<file path="src/hw/rtl/vtsg_pkg.sv">
// Shared types, constants and the character map of the stroke generator.
`default_nettype none

package vtsg_pkg;

  localparam int GLYPH_COUNT_DEF = 64;
  localparam int MAX_STROKES_DEF = 16;
  localparam int COORD_BITS_DEF  = 16;
  localparam int MAX_RESULTS     = 16;
  localparam int LINE_W          = 16;
  localparam int CFG_AW          = 4;
  localparam int CFG_DW          = 32;

  // Action codes of an input beat
  localparam logic [1:0] ACT_LOAD  = 2'd0;
  localparam logic [1:0] ACT_BEGIN = 2'd1;
  localparam logic [1:0] ACT_CHAR  = 2'd2;

  // Register indexes (byte address / 4)
  localparam logic [1:0] REG_SCALE_X      = 2'd0;
  localparam logic [1:0] REG_SCALE_Y      = 2'd1;
  localparam logic [1:0] REG_CHAR_SPACING = 2'd2;

  // ']' introduces a colour byte
  localparam logic [7:0] CHAR_COLOUR_ESC = 8'h5D;

  typedef struct packed {
    logic        [1:0]  action;
    logic        [5:0]  glyph_index;
    logic        [3:0]  stroke_index;
    logic        [4:0]  stroke_total;
    logic signed [7:0]  stroke_x0;
    logic signed [7:0]  stroke_y0;
    logic signed [7:0]  stroke_x1;
    logic signed [7:0]  stroke_y1;
    logic signed [15:0] start_x;
    logic signed [15:0] start_y;
    logic        [7:0]  start_color;
    logic        [7:0]  char_code;
  } in_beat_t;

  typedef struct packed {
    logic signed [15:0] line_x0;
    logic signed [15:0] line_y0;
    logic signed [15:0] line_x1;
    logic signed [15:0] line_y1;
    logic        [7:0]  line_color;
    logic               last_line;
  } out_beat_t;

  typedef struct packed {
    logic signed [7:0] scale_x;
    logic signed [7:0] scale_y;
    logic signed [7:0] char_spacing;
  } cfg_t;

  // Controller to datapath
  typedef struct packed {
    logic accept;  // input beat taken this cycle
    logic lookup;  // glyph count read issued
    logic count;   // glyph count read data present
    logic emit;    // stroke lines being produced
  } dp_cmd_t;

  // Datapath to controller
  typedef struct packed {
    logic draw_req;     // offered beat is a drawable character
    logic cnt_zero;     // glyph has no strokes
    logic out_free;     // output register can take a line
    logic last_stroke;  // current stroke is the glyph's last
  } dp_sts_t;

  // Character to glyph: {mapped, glyph}
  function automatic logic [6:0] glyph_map(input logic [7:0] c);
    logic [6:0] g;
    g = '0;
    case (c) inside
      [8'd65:8'd90]: g = {1'b1, 6'(c - 8'd65)};          // 'A'..'Z'
      [8'd48:8'd57]: g = {1'b1, 6'(c - 8'd48 + 8'd26)};  // '0'..'9'
      8'd46:         g = {1'b1, 6'd36};                  // '.'
      8'd44:         g = {1'b1, 6'd37};                  // ','
      8'd45:         g = {1'b1, 6'd38};                  // '-'
      8'd63:         g = {1'b1, 6'd39};                  // '?'
      8'd33:         g = {1'b1, 6'd40};                  // '!'
      8'd58:         g = {1'b1, 6'd41};                  // ':'
      8'd59:         g = {1'b1, 6'd42};                  // ';'
      8'd116:        g = {1'b1, 6'd43};                  // 't'
      8'd43:         g = {1'b1, 6'd44};                  // '+'
      8'd120:        g = {1'b1, 6'd45};                  // 'x'
      8'd39:         g = {1'b1, 6'd46};                  // apostrophe
      default:       g = '0;
    endcase
    return g;
  endfunction

endpackage

`default_nettype wire

</file>
<file path="src/hw/rtl/vtsg_ctrl.sv">
// Sequencing state machine of the stroke generator.
`default_nettype none

module vtsg_ctrl (
  input  wire logic              clk_i,
  input  wire logic              rst_ni,
  input  wire logic              in_valid_i,
  input  wire vtsg_pkg::dp_sts_t sts_i,
  output      vtsg_pkg::dp_cmd_t cmd_o,
  output      logic              in_stall_o
);

  import vtsg_pkg::*;

  typedef enum logic [3:0] {
    ST_IDLE   = 4'b0001,
    ST_LOOKUP = 4'b0010,
    ST_COUNT  = 4'b0100,
    ST_EMIT   = 4'b1000
  } state_e;

  state_e state_q, state_d;

  always_comb begin
    state_d = state_q;
    case (state_q)
      ST_IDLE: begin
        if (in_valid_i && sts_i.draw_req) state_d = ST_LOOKUP;
      end
      ST_LOOKUP: begin
        state_d = ST_COUNT;
      end
      ST_COUNT: begin
        if (sts_i.cnt_zero) state_d = ST_IDLE;
        else                state_d = ST_EMIT;
      end
      ST_EMIT: begin
        if (sts_i.out_free && sts_i.last_stroke) state_d = ST_IDLE;
      end
      default: begin
        state_d = ST_IDLE;
      end
    endcase
  end

  always_ff @(posedge clk_i or negedge rst_ni) begin
    if (!rst_ni) begin
      state_q <= ST_IDLE;
    end else begin
      state_q <= state_d;
    end
  end

  assign cmd_o.accept = (state_q == ST_IDLE) && in_valid_i;
  assign cmd_o.lookup = (state_q == ST_LOOKUP);
  assign cmd_o.count  = (state_q == ST_COUNT);
  assign cmd_o.emit   = (state_q == ST_EMIT);
  assign in_stall_o   = (state_q != ST_IDLE);

endmodule

`default_nettype wire

</file>
<file path="config.mk">
export PLATFORM = sky130hd
export DESIGN_NAME = vtsg_ctrl
export DESIGN_NICKNAME = d
export VERILOG_FILES = /design/src/hw/rtl/vtsg_pkg.sv /design/src/hw/rtl/vtsg_ctrl.sv
export SDC_FILE = /design/constraint.sdc
export NUM_CORES = 1
export LEC_CHECK = 0
export ABC_AREA = 0
export ABC_CLOCK_PERIOD_IN_PS = 1490
export BUFFER_PORTS_ARGS = -buffer_cell sky130_fd_sc_hd__buf_4
export CORE_AREA = 2 2 39 41
export CTS_CLUSTER_SIZE = 40
export DETAILED_ROUTE_END_ITERATION = 10
export DIE_AREA = 0 0 41 43
export SLEW_MARGIN = 40
export SYNTH_ARGS = -nofsm -noshare
export SYNTH_HDL_FRONTEND = slang
export SYNTH_SLANG_ARGS = --single-unit
</file>
<file path="constraint.sdc">
create_clock -name clk_i -period 1.49 [get_ports clk_i]
set_input_delay 0 -clock clk_i [delete_from_list [all_inputs] [get_ports clk_i]]
set_output_delay 0 -clock clk_i [all_outputs]
set_load 0.01 [all_outputs]
</file>
# After elaboration in Yosys (flattened, before gate mapping)
# Index checks and enable logic that the tools add are counted.
dict set report classes {
  addsub 0
  n_mul 0
  n_div 0
  magnitude_cmp 0
  n_eq_ne 7
  n_shift 0
  n_mux 4
  n_bitwise 0
  n_reduce_logical 4
}
# cell count
set op_table {}
lappend op_table {{case mux 4 bit (4 select lines)} 1}
lappend op_table {{two-way mux 4 bit} 3}
lappend op_table {{== test 4 x 1 -> 1 bit, second input constant} 1}
lappend op_table {{== test 4 x 2 -> 1 bit, second input constant} 1}
lappend op_table {{== test 4 x 3 -> 1 bit, second input constant} 1}
lappend op_table {{== test 4 bit, second input constant} 1}
lappend op_table {{inequality test 4 x 1 -> 1 bit, second input constant} 1}
lappend op_table {{logical AND 1 bit} 3}
lappend op_table {{inequality test 2 x 1 -> 1 bit, second input constant} 1}
lappend op_table {{inequality test 2 bit, second input constant} 1}
lappend op_table {{AND reduction 2 bit} 1}
dict set report word_totals {
  ff_bits 4
  latchBits 0
  ramBits 0
  romBits 0
  input_bits 7
  out_inout_bits 5
  word_cells 16
  n_memories 0
}

# Longest topological paths before layout
dict set report depth {
  word_depth 3
  ltp_mapped 3
  mapped_depth_nobuf 3
}

# Least setup slack after synthesis
# Ideal clock, no wire load.
dict set report synth_timing {
  path_type {reg2reg}
  startpoint {register state_q[1]}
  endpoint {register state_q[0]}
  setup_ns 0.088
  arrival_ns 1.302
  required_time_ns 1.402
  path_slack_ns 0.100
  stages_incl_launch_ff 4
  n_path_buf 0
  synth_period_minus_slack_ns 1.390
  path_cell_list {dfrtp_1 -> nor4b_1 -> a22o_2 -> o22ai_2}
}
# item line_no
set synth_lines {}
lappend synth_lines {{start: declaration} vtsg_ctrl.sv:22} ;# state_e state_q, state_d;
lappend synth_lines {{start signal: assignment} vtsg_ctrl.sv:50} ;# state_q <= state_d;

==> impl_metrics.toml <==
[floorplan]
num_rows = 14
start_util_pct = 15.5
die_area_um2 = 1760
chipWidth_um = 41
die_h_um = 43
core_area_um2 = 1380
ios = 12

[finish]
largest_reg_flops = 4
mostFrequentLayoutCell = "buf_4"
stdcell_area_um2 = 370
final_cell_mix = "buf_4, nor4b_1, clkbuf_4, dfrtp_1, inv_1"
reg_top3 = "state_q: 4 flops"
top_register = "state_q"
antenna_cells = 0
instances_no_fill = 53
layout.nets = 45
syn2layout_area_growth_pct = 73.1
drive_gt1_share_pct = 56.8

[worst_setup_path]
start_kind = "flop"
crit_path_end_kind = "output pin"
cp.arrival_ns = 1.45
crit_required_ns = 1.49
worstSetupPathType = "flop to output pin"
crit_fanout = 3

[routing]
vias = 208
viasPerCell = 3.92
first_pass_iters = 2
drc = 0
wl_per_cell_um = 9.13
wirelength_um = 484
ant_nets = 0
initialDrtViolationCount = 3

[logic_synthesis]
netlist_instances = 19
synth.distinct_cells = 13
netlist_area_um2 = 214
synth_top_area_cell = "dfrtp_1"
synth_nets = 26
yosysSeqAreaShare_pct = 47.4
avgSynthCellArea_um2 = 11.3
ys_ff_latch = 4
yosys-top-cells-area = "dfrtp_1, nor4b_1, dfstp_2"
yosys_warnings = 0
synth.top_cell.area_share_pct = 35.1

[global_route]
grt_pass1_vias = 213
grt_max_degree = 7
grt_antenna_before_repair = 0
grt_pass1_wl_um = 745
grt_use_total_pct = 6.55
grt-ovfl-total = 0

[outcome]
status = "finished clean"

[timing]
setup_ws_ns = 0.0415
rsz0062_at_grt = "true"
fin_setup_tns_ns = 0
tightestPinTransition_ns = 0.465
final.min_clock_period_ns = 1.45
skew_ns = 0.00730
max_freq_mhz = 690
timing.final.crit_share_pct = 97.2
drv_slew = 0
relSlewSlack_pct = 68.6
finalHoldViolations = 0
finalSetupViolCount = 0

[hold_path]
hold_path.class = "primary input to flop"

[clock_network]
cts.clk_slew.worst_paths_ns = 0.03
cts_tree = "yes"
cts_buffer_depth = 2
worstSkewPairLatency_ns = 0.24
cts_root_buf = "clkbuf_4"
cts.sinks = 4
htreeDepth = 1
cts_buffers = 3

[pwr]
p_per_area_nw_per_um2 = 1510
p_leak_nw = 0.178
vdd_ir_drop_max_mv = 0.422
power.total_w = 0.000559

[flow_run]
max_cap_violations = 0

[placement]
dp.cells = 46
post-place-ws_ns = 0.163
port_buffers = 11
gp_congestion = 0.591
placed_area_um2 = 317
final cells by class:
cell class	instances	area [um^2]
well taps	16	20.0
clock buffers	4	26.3
inverters	2	7.51
multi-input cells	13	108
flip-flops and latches	4	101
fillers	158	1010
repair buffers	14	108
cells in the mapped netlist:
| cell | instances |
|---|---|
| nor4b_1 | 4 |
| dfrtp_1 | 3 |
| inv_1 | 2 |
| a22o_2 | 1 |
| and2_1 | 1 |
| dfstp_2 | 1 |
| nand2_1 | 1 |
| nor2_1 | 1 |
| nor2b_1 | 1 |
| nor3_1 | 1 |
| o22ai_2 | 1 |
| or4b_4 | 1 |
| xnor2_1 | 1 |
critical path, stage by stage, from the launching register on:
cell and delay (ns):
dfstp_2 0.52, or4b_4 0.48, nor2_2 0.10, buf_4 0.12
metal layers:
| layer | up-vias | part of all wire, % | track usage [%] |
|---|---|---|---|
| li1 | 106 | - | - |
| met1 | 97 | 39 | 6.17 |
| met2 | 5 | 56 | 10.6 |
| met3 | 0 | 4.5 | 1.57 |
| met4 | 0 | 0 | 6.00 |
| met5 | - | 0 | 0 |
per-stage QoR:
step | hold WS, ns | util [%]
3_3_place_gp | -0.202 | 22.9
3_5_place_dp | -0.200 | 22.9
5_1_grt | 0.0613 | 26.8
6_report | 0.0650 | 26.8
2_1_floorplan | -0.296 | -
4_1_cts | 0.0550 | 26.6
cell families (layout without fill, tap and decap cells):
group           after synthesis  in the layout  share of synthesized area, %
buf+inv                       2             20                          3.51
xor+xnor                      1              1                          4.09
simple gates                 10             10                          34.5
flops                         4              4                          47.4
compound gates                2              2                          10.5
report_power, final:
| group | switching [W] | total, W | internal, W |
|---|---|---|---|
| registers | 0.0000193 | 0.000160 | 0.000141 |
| clock network | 0.0000456 | 0.000146 | 0.000101 |
| logic | 0.000103 | 0.000253 | 0.000150 |
| total | 0.000168 | 0.000559 | 0.000391 |
what timing repair did:
| action | in CTS | in global routing |
|---|---|---|
| hold buffers | 1 | 0 |
| pin swaps | 0 | 1 |
| endpoints found under the hold margin | 4 | 0 |
| endpoints found under the setup margin | 1 | 1 |
| buffers inserted | 2 | 0 |
| gates resized for setup | 0 | 1 |
final timing paths:
kind	slack (ns)	end	from	depth (start not counted)
min	0.06	state_q[0]$_DFFE_PN1P_	sts_i[3]	3
max in group asynchronous	1.19	state_q[0]$_DFFE_PN1P_	rst_ni	2
max reg2reg	0.12	state_q[0]$_DFFE_PN1P_	state_q[0]$_DFFE_PN1P_	3
min in group asynchronous	0.10	state_q[3]$_DFFE_PN0P_	rst_ni	2
max	0.04	cmd_o[3]	state_q[0]$_DFFE_PN1P_	3
min reg2reg	0.52	state_q[2]$_DFFE_PN0P_	state_q[3]$_DFFE_PN0P_	1
Power figures use the tool's default switching activity.
